File: src/sv/assert_macros.svh
// Assertion macros used by the RTL top level
`ifndef ASSERT_MACROS_SVH
`define ASSERT_MACROS_SVH

// expr holds at every clock edge out of reset
`define BQD_ASSERT(label, clk, rst_n, expr, msg) \
  label: assert property (@(posedge clk) disable iff (!rst_n) (expr)) else $error(msg);

// cond at one edge implies expr at the same edge
`define BQD_ASSERT_IMPL(label, clk, rst_n, cond, expr, msg) \
  label: assert property (@(posedge clk) disable iff (!rst_n) (cond) |-> (expr)) \
    else $error(msg);

`endif

File: src/sv/bqd_pkg.sv
// Package: types, codes and layout tables of the block dequantizer
`default_nettype none
package bqd_pkg;

  localparam int unsigned FIFO_DEPTH = 4;
  localparam int unsigned CFG_IDX_W  = 8;

  localparam logic [CFG_IDX_W-1:0] REG_FORMAT = 8'd0;
  localparam logic [CFG_IDX_W-1:0] REG_COUNT  = 8'd1;

  localparam logic [2:0] FMT_Q4  = 3'd0;
  localparam logic [2:0] FMT_Q4M = 3'd1;
  localparam logic [2:0] FMT_Q5  = 3'd2;
  localparam logic [2:0] FMT_Q5M = 3'd3;
  localparam logic [2:0] FMT_Q8  = 3'd4;
  localparam logic [2:0] FMT_Q8M = 3'd5;

  localparam logic [31:0] CANON_NAN = 32'h7FC0_0000;

  typedef struct packed {
    logic signed [8:0] code;
    logic [15:0]       scale;
    logic [15:0]       minimum;
    logic              has_min;
    logic              last;
  } elem_t;

  typedef struct packed {
    logic  two;
    elem_t e0;
    elem_t e1;
  } pair_t;

  typedef struct packed {
    logic full;
    logic empty;
    logic push;
    logic pop;
  } fifo_st_t;

  function automatic logic [5:0] blk_size(input logic [2:0] fmt);
    logic [5:0] r;
    unique case (fmt)
      FMT_Q4:  r = 6'd18;
      FMT_Q4M: r = 6'd20;
      FMT_Q5:  r = 6'd22;
      FMT_Q5M: r = 6'd24;
      FMT_Q8:  r = 6'd34;
      default: r = 6'd40;
    endcase
    return r;
  endfunction

  function automatic logic [5:0] code_start(input logic [2:0] fmt);
    logic [5:0] r;
    unique case (fmt)
      FMT_Q4, FMT_Q8: r = 6'd2;
      FMT_Q5M:        r = 6'd6;
      default:        r = 6'd4;
    endcase
    return r;
  endfunction

  function automatic logic is_q8(input logic [2:0] fmt);
    return (fmt == FMT_Q8) || (fmt == FMT_Q8M);
  endfunction

  function automatic logic is_q5(input logic [2:0] fmt);
    return (fmt == FMT_Q5) || (fmt == FMT_Q5M);
  endfunction

  function automatic logic has_min(input logic [2:0] fmt);
    return (fmt == FMT_Q4M) || (fmt == FMT_Q5M) || (fmt == FMT_Q8M);
  endfunction

endpackage
`default_nettype wire

File: src/sv/bqd_ifs.sv
// Interfaces: byte input, element output and configuration write channels
`default_nettype none
interface bqd_byte_if;
  logic       valid;
  logic       ready;
  logic [7:0] data_byte;
  logic       tensor_start;
  modport source (output valid, output data_byte, output tensor_start, input ready);
  modport sink (input valid, input data_byte, input tensor_start, output ready);
endinterface

interface bqd_elem_if;
  logic        valid;
  logic        ready;
  logic [31:0] value_bits;
  logic        last_element;
  modport source (output valid, output value_bits, output last_element, input ready);
  modport sink (input valid, input value_bits, input last_element, output ready);
endinterface

interface bqd_cfg_if;
  logic                          valid;
  logic                          ready;
  logic [bqd_pkg::CFG_IDX_W-1:0] index;
  logic [31:0]                   data;
  modport source (output valid, output index, output data, input ready);
  modport sink (input valid, input index, input data, output ready);
endinterface
`default_nettype wire

File: src/sv/block_quant_dequantizer_core.sv
// Top level of the block dequantizer: front, pair queue and back datapath
// Usage:
//   data_in carries one packed tensor byte per item with tensor_start on the
//   first byte of a tensor. data_out carries one single-precision element per
//   item, last_element set on element number element_count. cfg_in writes
//   quant_format (index 0) and element_count (index 1); it is always ready
//   and the user must write it only while the block is idle, which the block
//   itself leaves unchecked. A byte is accepted in every cycle while the pair
//   queue has room. A code byte yields one element (8-bit formats) or two
//   (4/5-bit formats); the output delivers one element per cycle while
//   data_out is ready, so 4/5-bit code streams are limited by the single
//   output port. From byte accept to element valid an element passes the
//   queue write, five datapath stages, then the output register; the second
//   element of a pair is taken from the queue head after the first.
//   Reset clears the position, header words, counters, queue and pipeline;
//   quant_format returns to 0 and element_count to 1.
//   A stall on data_out freezes the whole datapath; the queue keeps taking
//   bytes until it fills, then data_in.ready drops.
`default_nettype none
`include "assert_macros.svh"
module block_quant_dequantizer_core #(
  parameter int unsigned FifoDepth = bqd_pkg::FIFO_DEPTH
) (
  input  wire logic  clk_i,
  input  wire logic  rst_ni,
  bqd_byte_if.sink   data_in,
  bqd_cfg_if.sink    cfg_in,
  bqd_elem_if.source data_out
);

  bqd_pkg::pair_t    push_pair, head_pair;
  bqd_pkg::fifo_st_t fifo_st;
  logic              push, pop;

  bqd_front u_front (
    .clk_i   (clk_i),
    .rst_ni  (rst_ni),
    .data_in (data_in),
    .cfg_in  (cfg_in),
    .full_i  (fifo_st.full),
    .pair_o  (push_pair),
    .push_o  (push)
  );

  bqd_fifo #(
    .Depth (FifoDepth)
  ) u_fifo (
    .clk_i  (clk_i),
    .rst_ni (rst_ni),
    .push_i (push),
    .data_i (push_pair),
    .pop_i  (pop),
    .data_o (head_pair),
    .st_o   (fifo_st)
  );

  bqd_back u_back (
    .clk_i    (clk_i),
    .rst_ni   (rst_ni),
    .pair_i   (head_pair),
    .empty_i  (fifo_st.empty),
    .pop_o    (pop),
    .data_out (data_out)
  );

  `BQD_ASSERT_IMPL(a_no_overflow, clk_i, rst_ni, fifo_st.full, !fifo_st.push, "queue overflow")
  `BQD_ASSERT_IMPL(a_no_underflow, clk_i, rst_ni, fifo_st.empty, !fifo_st.pop, "queue underflow")
  `BQD_ASSERT(a_ready_tracks_queue, clk_i, rst_ni, data_in.ready == !fifo_st.full, "ready mismatch")

endmodule
`default_nettype wire

File: src/sv/bqd_front.sv
// Front: configuration, header capture, code extraction and element counting
`default_nettype none
module bqd_front (
  input  wire logic     clk_i,
  input  wire logic     rst_ni,
  bqd_byte_if.sink      data_in,
  bqd_cfg_if.sink       cfg_in,
  input  wire logic     full_i,
  output bqd_pkg::pair_t pair_o,
  output logic          push_o
);

  logic [2:0]  fmt_q;
  logic [31:0] count_q;
  logic [5:0]  pos_q, pos_d;
  logic [15:0] scale_q, scale_d, min_q, min_d, hw_q, hw_d;
  logic [31:0] emitted_q, emitted_d;

  logic        accept, fmt_ok, in_code, v0, v1, hm, q5, q8, hb0, hb1;
  logic [5:0]  p, cs, hp, k;
  logic [31:0] cnt;
  logic [32:0] cnt1, cnt2;
  logic [7:0]  b;
  logic [4:0]  q0, q1;

  assign cfg_in.ready  = 1'b1;
  assign data_in.ready = !full_i;
  assign accept        = data_in.valid && data_in.ready;
  assign b             = data_in.data_byte;

  always_comb begin
    p       = data_in.tensor_start ? 6'd0 : pos_q;
    cnt     = data_in.tensor_start ? 32'd0 : emitted_q;
    cnt1    = {1'b0, cnt} + 33'd1;
    cnt2    = {1'b0, cnt} + 33'd2;
    fmt_ok  = fmt_q < 3'd6;
    hm      = bqd_pkg::has_min(fmt_q);
    q5      = bqd_pkg::is_q5(fmt_q);
    q8      = bqd_pkg::is_q8(fmt_q);
    cs      = bqd_pkg::code_start(fmt_q);
    hp      = (fmt_q == bqd_pkg::FMT_Q5M) ? 6'd4 : 6'd2;
    k       = p - cs;
    in_code = fmt_ok && (p >= cs) && (p < cs + (q8 ? 6'd32 : 6'd16));
    hb0     = q5 && (k < 6'd8) && hw_q[{k[2:0], 1'b0}];
    hb1     = q5 && (k < 6'd8) && hw_q[{k[2:0], 1'b1}];
    q0      = {hb0, b[3:0]};
    q1      = {hb1, b[7:4]};
    v0      = in_code && ({1'b0, cnt} < {1'b0, count_q});
    v1      = in_code && !q8 && (cnt1 < {1'b0, count_q});

    pair_o.two        = v1;
    pair_o.e0.code    = q8 ? $signed({b[7], b}) : $signed({4'd0, q0});
    pair_o.e0.scale   = scale_q;
    pair_o.e0.minimum = min_q;
    pair_o.e0.has_min = hm;
    pair_o.e0.last    = (cnt1 == {1'b0, count_q});
    pair_o.e1.code    = $signed({4'd0, q1});
    pair_o.e1.scale   = scale_q;
    pair_o.e1.minimum = min_q;
    pair_o.e1.has_min = hm;
    pair_o.e1.last    = (cnt2 == {1'b0, count_q});
    push_o            = accept && v0;

    pos_d     = p;
    emitted_d = cnt;
    scale_d   = scale_q;
    min_d     = min_q;
    hw_d      = hw_q;
    if (fmt_ok) begin
      pos_d = (p + 6'd1 >= bqd_pkg::blk_size(fmt_q)) ? 6'd0 : p + 6'd1;
      if (v1) begin
        emitted_d = cnt2[31:0];
      end else if (v0) begin
        emitted_d = cnt1[31:0];
      end
      if (p == 6'd0) begin
        scale_d[7:0] = b;
      end else if (p == 6'd1) begin
        scale_d[15:8] = b;
      end else if (p < cs) begin
        if (hm && p == 6'd2) begin
          min_d[7:0] = b;
        end else if (hm && p == 6'd3) begin
          min_d[15:8] = b;
        end else if (q5 && p == hp) begin
          hw_d[7:0] = b;
        end else if (q5 && p == hp + 6'd1) begin
          hw_d[15:8] = b;
        end
      end
    end
  end

  always_ff @(posedge clk_i or negedge rst_ni) begin
    if (!rst_ni) begin
      fmt_q     <= bqd_pkg::FMT_Q4;
      count_q   <= 32'd1;
      pos_q     <= '0;
      scale_q   <= '0;
      min_q     <= '0;
      hw_q      <= '0;
      emitted_q <= '0;
    end else begin
      if (cfg_in.valid && cfg_in.ready) begin
        if (cfg_in.index == bqd_pkg::REG_FORMAT) begin
          fmt_q <= cfg_in.data[2:0];
        end else if (cfg_in.index == bqd_pkg::REG_COUNT) begin
          count_q <= cfg_in.data;
        end
      end
      if (accept) begin
        pos_q     <= pos_d;
        emitted_q <= emitted_d;
        scale_q   <= scale_d;
        min_q     <= min_d;
        hw_q      <= hw_d;
      end
    end
  end

endmodule
`default_nettype wire

File: src/sv/bqd_fifo.sv
// Queue of element pairs between front and back
`default_nettype none
module bqd_fifo #(
  parameter int unsigned Depth = bqd_pkg::FIFO_DEPTH
) (
  input  wire logic            clk_i,
  input  wire logic            rst_ni,
  input  wire logic            push_i,
  input  wire bqd_pkg::pair_t  data_i,
  input  wire logic            pop_i,
  output bqd_pkg::pair_t       data_o,
  output bqd_pkg::fifo_st_t    st_o
);

  localparam int unsigned AW = (Depth > 1) ? $clog2(Depth) : 1;
  localparam int unsigned CW = $clog2(Depth + 1);

  bqd_pkg::pair_t mem_q [Depth];
  logic [AW-1:0]  wr_q, rd_q;
  logic [CW-1:0]  cnt_q;
  logic           do_push, do_pop;

  assign st_o.full  = (cnt_q == CW'(Depth));
  assign st_o.empty = (cnt_q == '0);
  assign st_o.push  = push_i;
  assign st_o.pop   = pop_i;
  assign do_push    = push_i && !st_o.full;
  assign do_pop     = pop_i && !st_o.empty;
  assign data_o     = mem_q[rd_q];

  always_ff @(posedge clk_i) begin
    if (do_push) begin
      mem_q[wr_q] <= data_i;
    end
  end

  always_ff @(posedge clk_i or negedge rst_ni) begin
    if (!rst_ni) begin
      wr_q  <= '0;
      rd_q  <= '0;
      cnt_q <= '0;
    end else begin
      if (do_push) begin
        wr_q <= (wr_q == AW'(Depth - 1)) ? '0 : wr_q + AW'(1);
      end
      if (do_pop) begin
        rd_q <= (rd_q == AW'(Depth - 1)) ? '0 : rd_q + AW'(1);
      end
      cnt_q <= cnt_q + CW'(do_push) - CW'(do_pop);
    end
  end

endmodule
`default_nettype wire

File: src/sv/bqd_back.sv
// Back: pair serializer and pipelined code*scale+min datapath
`default_nettype none
module bqd_back (
  input  wire logic           clk_i,
  input  wire logic           rst_ni,
  input  wire bqd_pkg::pair_t pair_i,
  input  wire logic           empty_i,
  output logic                pop_o,
  bqd_elem_if.source          data_out
);

  localparam int unsigned MW = 50;

  function automatic logic [5:0] lzc(input logic [MW-1:0] v);
    logic [5:0] r;
    r = '0;
    for (int i = 0; i < MW; i++) begin
      if (v[i]) begin
        r = 6'(MW - 1 - i);
      end
    end
    return r;
  endfunction

  logic en, sub_q, take;
  bqd_pkg::elem_t el;

  // stage 1
  logic               s1_v_q, s1_psign_q, s1_msign_q, s1_hm_q, s1_negz_q, s1_spec_q, s1_last_q;
  logic [18:0]        s1_pm_q;
  logic [4:0]         s1_psh_q, s1_msh_q;
  logic [10:0]        s1_msig_q;
  logic [31:0]        s1_sbits_q;
  // stage 2..5
  logic               s2_v_q, s3_v_q, s4_v_q, s5_v_q;
  logic signed [MW-1:0] s2_a_q, s2_b_q, s3_sum_q;
  logic [MW-1:0]      s4_mag_q, s5_mag_q;
  logic [5:0]         s5_lz_q;
  logic               s4_sign_q, s5_sign_q;
  logic [3:0]         s2_ctl_q, s3_ctl_q, s4_ctl_q, s5_ctl_q;
  logic [31:0]        s2_sb_q, s3_sb_q, s4_sb_q, s5_sb_q;
  logic               out_v_q, out_last_q;
  logic [31:0]        out_bits_q;

  // stage 1 decode
  logic [4:0]  se, me;
  logic [10:0] ssig, msig;
  logic [7:0]  cmag;
  logic        cneg, czero, s_nan, s_inf, m_nan, m_inf, psign, nan, inf, pzero;
  logic [31:0] sbits;
  // stage 2
  logic [MW-1:0] pfix, mfix;
  // stage 6
  logic [MW-1:0] norm;
  logic [31:0]   packed_bits, fin;
  logic          rnd;

  assign en    = !out_v_q || data_out.ready;
  assign take  = en && !empty_i;
  assign pop_o = take && (sub_q || !pair_i.two);
  assign el    = sub_q ? pair_i.e1 : pair_i.e0;

  always_comb begin
    se    = el.scale[14:10];
    me    = el.minimum[14:10];
    ssig  = {se != 5'd0, el.scale[9:0]};
    msig  = {me != 5'd0, el.minimum[9:0]};
    cneg  = el.code[8];
    cmag  = cneg ? 8'(-el.code) : el.code[7:0];
    czero = (el.code == '0);
    s_nan = (se == 5'h1f) && (el.scale[9:0] != '0);
    s_inf = (se == 5'h1f) && (el.scale[9:0] == '0);
    m_nan = el.has_min && (me == 5'h1f) && (el.minimum[9:0] != '0);
    m_inf = el.has_min && (me == 5'h1f) && (el.minimum[9:0] == '0);
    psign = cneg ^ el.scale[15];
    pzero = czero || (el.scale[14:0] == '0);
    nan   = s_nan || m_nan || (s_inf && czero) ||
            (s_inf && !czero && m_inf && (psign != el.minimum[15]));
    inf   = (s_inf && !czero) || m_inf;
    if (nan) begin
      sbits = bqd_pkg::CANON_NAN;
    end else if (s_inf && !czero) begin
      sbits = {psign, 31'h7F80_0000};
    end else begin
      sbits = {el.minimum[15], 31'h7F80_0000};
    end
  end

  always_comb begin
    pfix = MW'(s1_pm_q) << s1_psh_q;
    mfix = s1_hm_q ? (MW'(s1_msig_q) << s1_msh_q) : '0;
  end

  always_comb begin
    norm        = s5_mag_q << s5_lz_q;
    rnd         = norm[25] && ((|norm[24:0]) || norm[26]);
    packed_bits = {s5_sign_q, 8'(8'd152 - {2'b0, s5_lz_q}), norm[48:26]} + 32'(rnd);
    if (s5_ctl_q[1]) begin
      fin = s5_sb_q;
    end else if (s5_mag_q == '0) begin
      fin = {s5_ctl_q[2], 31'd0};
    end else begin
      fin = packed_bits;
    end
  end

  always_ff @(posedge clk_i) begin
    if (en) begin
      s1_pm_q    <= 19'(cmag) * 19'(ssig);
      s1_psh_q   <= (se == 5'd0) ? 5'd0 : se - 5'd1;
      s1_psign_q <= psign;
      s1_msig_q  <= msig;
      s1_msh_q   <= (me == 5'd0) ? 5'd0 : me - 5'd1;
      s1_msign_q <= el.minimum[15];
      s1_hm_q    <= el.has_min;
      s1_negz_q  <= el.has_min ? (pzero && psign && el.minimum[14:0] == '0 && el.minimum[15])
                               : psign;
      s1_spec_q  <= nan || inf;
      s1_sbits_q <= sbits;
      s1_last_q  <= el.last;

      s2_a_q   <= s1_psign_q ? -$signed(pfix) : $signed(pfix);
      s2_b_q   <= s1_msign_q ? -$signed(mfix) : $signed(mfix);
      s2_ctl_q <= {1'b0, s1_negz_q, s1_spec_q, s1_last_q};
      s2_sb_q  <= s1_sbits_q;

      s3_sum_q <= s2_a_q + s2_b_q;
      s3_ctl_q <= s2_ctl_q;
      s3_sb_q  <= s2_sb_q;

      s4_mag_q  <= s3_sum_q[MW-1] ? MW'(-s3_sum_q) : MW'(s3_sum_q);
      s4_sign_q <= s3_sum_q[MW-1];
      s4_ctl_q  <= s3_ctl_q;
      s4_sb_q   <= s3_sb_q;

      s5_mag_q  <= s4_mag_q;
      s5_lz_q   <= lzc(s4_mag_q);
      s5_sign_q <= s4_sign_q;
      s5_ctl_q  <= s4_ctl_q;
      s5_sb_q   <= s4_sb_q;

      out_bits_q <= fin;
      out_last_q <= s5_ctl_q[0];
    end
  end

  always_ff @(posedge clk_i or negedge rst_ni) begin
    if (!rst_ni) begin
      sub_q   <= 1'b0;
      s1_v_q  <= 1'b0;
      s2_v_q  <= 1'b0;
      s3_v_q  <= 1'b0;
      s4_v_q  <= 1'b0;
      s5_v_q  <= 1'b0;
      out_v_q <= 1'b0;
    end else if (en) begin
      if (take) begin
        sub_q <= !pop_o;
      end
      s1_v_q  <= take;
      s2_v_q  <= s1_v_q;
      s3_v_q  <= s2_v_q;
      s4_v_q  <= s3_v_q;
      s5_v_q  <= s4_v_q;
      out_v_q <= s5_v_q;
    end
  end

  assign data_out.valid        = out_v_q;
  assign data_out.value_bits   = out_bits_q;
  assign data_out.last_element = out_last_q;

endmodule
`default_nettype wire

File: src/flat_wrapper.sv
// flat-port wrapper written by rule: the top's interface ports become plain ports
module block_quant_dequantizer_core_flat 
#(
  parameter int unsigned FifoDepth = bqd_pkg::FIFO_DEPTH
)
  (clk_i, rst_ni, data_in_valid, data_in_data_byte, data_in_tensor_start, data_in_ready, cfg_in_valid, cfg_in_index, cfg_in_data, cfg_in_ready, data_out_valid, data_out_value_bits, data_out_last_element, data_out_ready);
  bqd_byte_if data_in_i ();
  bqd_cfg_if cfg_in_i ();
  bqd_elem_if data_out_i ();
  input  wire logic clk_i;
  input  wire logic rst_ni;
  input wire logic [$bits(data_in_i.valid)-1:0] data_in_valid;
  input wire logic [$bits(data_in_i.data_byte)-1:0] data_in_data_byte;
  input wire logic [$bits(data_in_i.tensor_start)-1:0] data_in_tensor_start;
  output wire logic [$bits(data_in_i.ready)-1:0] data_in_ready;
  input wire logic [$bits(cfg_in_i.valid)-1:0] cfg_in_valid;
  input wire logic [$bits(cfg_in_i.index)-1:0] cfg_in_index;
  input wire logic [$bits(cfg_in_i.data)-1:0] cfg_in_data;
  output wire logic [$bits(cfg_in_i.ready)-1:0] cfg_in_ready;
  output wire logic [$bits(data_out_i.valid)-1:0] data_out_valid;
  output wire logic [$bits(data_out_i.value_bits)-1:0] data_out_value_bits;
  output wire logic [$bits(data_out_i.last_element)-1:0] data_out_last_element;
  input wire logic [$bits(data_out_i.ready)-1:0] data_out_ready;
  assign data_in_i.valid = data_in_valid;
  assign data_in_i.data_byte = data_in_data_byte;
  assign data_in_i.tensor_start = data_in_tensor_start;
  assign data_in_ready = data_in_i.ready;
  assign cfg_in_i.valid = cfg_in_valid;
  assign cfg_in_i.index = cfg_in_index;
  assign cfg_in_i.data = cfg_in_data;
  assign cfg_in_ready = cfg_in_i.ready;
  assign data_out_valid = data_out_i.valid;
  assign data_out_value_bits = data_out_i.value_bits;
  assign data_out_last_element = data_out_i.last_element;
  assign data_out_i.ready = data_out_ready;
  block_quant_dequantizer_core #(.FifoDepth(FifoDepth)) u_core (.clk_i(clk_i), .rst_ni(rst_ni), .data_in(data_in_i), .cfg_in(cfg_in_i), .data_out(data_out_i));
endmodule
File: config.mk
export PLATFORM = sky130hd
export DESIGN_NAME = block_quant_dequantizer_core_flat
export DESIGN_NICKNAME = d
export VERILOG_FILES = /design/src/sv/bqd_pkg.sv /design/src/sv/bqd_ifs.sv /design/src/sv/block_quant_dequantizer_core.sv /design/src/sv/bqd_front.sv /design/src/sv/bqd_fifo.sv /design/src/sv/bqd_back.sv /design/src/flat_wrapper.sv
export VERILOG_INCLUDE_DIRS = /design/src /design/src/sv
export SDC_FILE = /design/constraint.sdc
export NUM_CORES = 2
export LEC_CHECK = 0
export BUFFER_PORTS_ARGS = -buffer_cell sky130_fd_sc_hd__buf_2
export CAP_MARGIN = 10
export CORE_UTILIZATION = 54
export DETAILED_ROUTE_END_ITERATION = 10
export GPL_TIMING_DRIVEN = 0
export PLACE_DENSITY = 0.81
export SETUP_SLACK_MARGIN = 0.02
export SLEW_MARGIN = 20
export SYNTH_ARGS = -nofsm -noshare
export SYNTH_HDL_FRONTEND = slang
export SYNTH_HIERARCHICAL = 1
export SYNTH_SLANG_ARGS = --single-unit
File: constraint.sdc
create_clock -name clk_i -period 9.87 [get_ports clk_i]
set_clock_uncertainty 0.2 [all_clocks]
set_input_delay 1.974 -clock clk_i [delete_from_list [all_inputs] [get_ports clk_i]]
set_output_delay 1.974 -clock clk_i [all_outputs]
set_load 0.01 [all_outputs]
==> flow_summary.json <==
{
  "grt_max_degree": 86,
  "areaGrowthSynthToFinish_pct": 10.8,
  "grt_usage_pct": 30.7,
  "cp-start-kind": "primary input",
  "htreeDepth": 3,
  "rows": 112,
  "tightest_slew_ns": 1.14,
  "worst-path-max-fanout": 10,
  "syn-cell-area_sq_mm": 0.0513,
  "hold_buffers": 0,
  "layout.nets": 4800,
  "grt-ovfl-total": 0,
  "place_congestion": 0.987,
  "drtIter0Drc": 3782,
  "initial_core_util_pct": 54.7,
  "clk_pin_slew_ns": 0.06,
  "vias": 37284,
  "wl_mm": 146,
  "core_sq_mm": 0.0937,
  "yosys_warnings": 6,
  "setup-violations-final": 0,
  "rrSetupSlack_ns": 0.48,
  "grt_pass1_wl_mm": 223,
  "hold_class": "register to register",
  "arrival_ns": 10.07,
  "synth.avg_cell_area_sq_um": 11.9,
  "fin_cells": 5830,
  "final_max_slew_viol_count": 0,
  "die_y_microns": 310,
  "ctsResizeCount": 0,
  "ant_nets": 0,
  "rsz0062_at_grt": "no",
  "drc": 0,
  "cts_setup_buffers": 0,
  "wire_per_inst_microns": 25.1,
  "cts_root_buffer": "clkbuf_16",
  "dpl-instance-area_sq_mm": 0.0537,
  "die_w_microns": 310,
  "fin_util_pct": 60.6,
  "port_buffers": 88,
  "critPathKind": "primary input to register",
  "fin_crit_sh_pct": 98.4,
  "slew_headroom_pct": 23.8,
  "via_per_inst": 6.40,
  "crit_path_end_kind": "register",
  "drt-pass1-iter-count": 9,
  "period_minus_slack_ns": 9.71,
  "cts_tree": "yes",
  "ios": 90,
  "clk_latency_ns": 0.70,
  "drv_cap": 0,
  "place_inst": 5665,
  "final_area_sq_mm": 0.0568,
  "status": "finished, final reports clean",
  "dpl.hpwl_mm": 107,
  "drive_above_1_share_pct": 16.4,
  "finalHoldViolations": 0,
  "dieArea_sq_mm": 0.0962,
  "cts.path.max_buffers": 3,
  "antenna_found_initial": 1,
  "setup_slack_ns": 0.160,
  "max_freq_mhz": 103,
  "place_ws_ns": -0.441,
  "crit_required_ns": 10.23,
  "cts_made_buffers": 89,
  "syn_inst": 4301,
  "diodes": 0,
  "cts_sinks": 842,
  "grt_pass1_vias": 37030
}
-- registers in the layout (all words and copies together), names as in the netlist, 5 cells and up --
signal and cells:
u_core/u_back/s1_msh_q 5, u_core/u_back/s3_sum_q 50, u_core/u_back/s5_mag_q 50, u_core/u_back/s5_lz_q 6, u_core/u_back/s1_msig_q 11, u_core/u_front/scale_q 16
u_core/u_back/s1_pm_q 19, u_core/u_back/data_out.value_bits 32, u_core/u_back/s4_mag_q 50, u_core/u_front/min_q 16, u_core/u_front/hw_q 16, u_core/u_front/emitted_q 32
u_core/u_front/pos_q 6, u_core/u_front/count_q 32, u_core/u_fifo/mem_q 348, u_core/u_back/s2_b_q 50, u_core/u_back/s1_psh_q 5, u_core/u_back/s2_a_q 50
-- layer usage --
metal / part of all wire, % / vias up / routed length, microns / GRT usage, %
li1: - / 16597 / - / -
met1: 37 / 18316 / 54700 / 37.1
met2: 49 / 1886 / 71800 / 52.0
met3: 6.9 / 485 / 10100 / 4.50
met4: 6.7 / 0 / 9800 / 18.6
met5: 0 / - / 0 / 0
-- layout make-up --
cell class / instances / area, sq um
clock inverters: 40 / 578
repair buffers: 107 / 823
plain buffers: 251 / 1360
fillers: 7233 / 36900
well taps: 1254 / 1570
clock buffers: 125 / 2520
flip-flops and latches: 842 / 24600
multi-input cells: 3022 / 24700
inverters: 189 / 713
-- per-stage QoR --
step / hold WS [ns] / setup TNS, ns
final: 0.214 / 0
after global routing: 0.220 / 0
after CTS: 0.215 / 0
after floorplan: 0.200 / 0
after detailed placement: 0.205 / -2.79
after global placement: 0.204 / -1278.82
-- worst max-delay path, stage by stage --
cell,delay [ns]
buf_2,0.16
buf_1,0.33
clkbuf_1,0.47
clkbuf_1,0.54
clkbuf_1,0.47
nor2b_1,0.39
ha_1,0.38
nand2_1,0.23
or4_1,0.55
buf_2,0.20
or4_1,0.67
or3_1,0.35
a21oi_1,0.24
ha_1,0.28
nand2_1,0.08
o21ai_0,0.09
a221o_1,0.36
o21ai_1,0.49
nand2_1,0.27
inv_1,0.16
buf_2,0.25
buf_1,0.54
o21ai_0,0.22
a32o_1,0.30
-- placed cells by master (no fill, tap or decap), drive strengths merged, types with 53 or more instances in the layout --
master    n
dfrtp   134
nand2b   61
a21oi   164
nor2    284
nor4     53
nand4    55
mux2i   115
nor3     89
edfxtp  707
inv     188
mux4    181
nor2b    71
buf     237
clkbuf  246
ha      187
nand2   332
xor2     74
o21ai   198
nand3   111
xnor2   221
mux2    159
fa       57
-- worst paths after layout --
| check | startpoint | endpoint | cells after the start |
|---|---|---|---|
| max | data_in_tensor_start | u_core/u_front/emitted_q[18]$_DFFE_PN0P_ | 24 |
| min | u_core/u_back/s1_sbits_q[22]$_SDFFCE_PP1N_ | u_core/u_back/s2_sb_q[22]$_DFFE_PN_ | 0 |
| max reg2reg | u_core/u_back/sub_q$_DFFE_PN0P_ | u_core/u_back/s1_pm_q[17]$_DFFE_PN_ | 23 |
| min reg2reg | u_core/u_back/s1_sbits_q[22]$_SDFFCE_PP1N_ | u_core/u_back/s2_sb_q[22]$_DFFE_PN_ | 0 |
| max in group asynchronous | rst_ni | u_core/u_front/scale_q[11]$_DFFE_PN0P_ | 2 |
| min in group asynchronous | rst_ni | u_core/u_front/count_q[20]$_DFFE_PN0P_ | 1 |
Power is left out: the tool's default activity adds up to more than one toggle a clock period on the data nets, which glitch-free logic cannot reach.
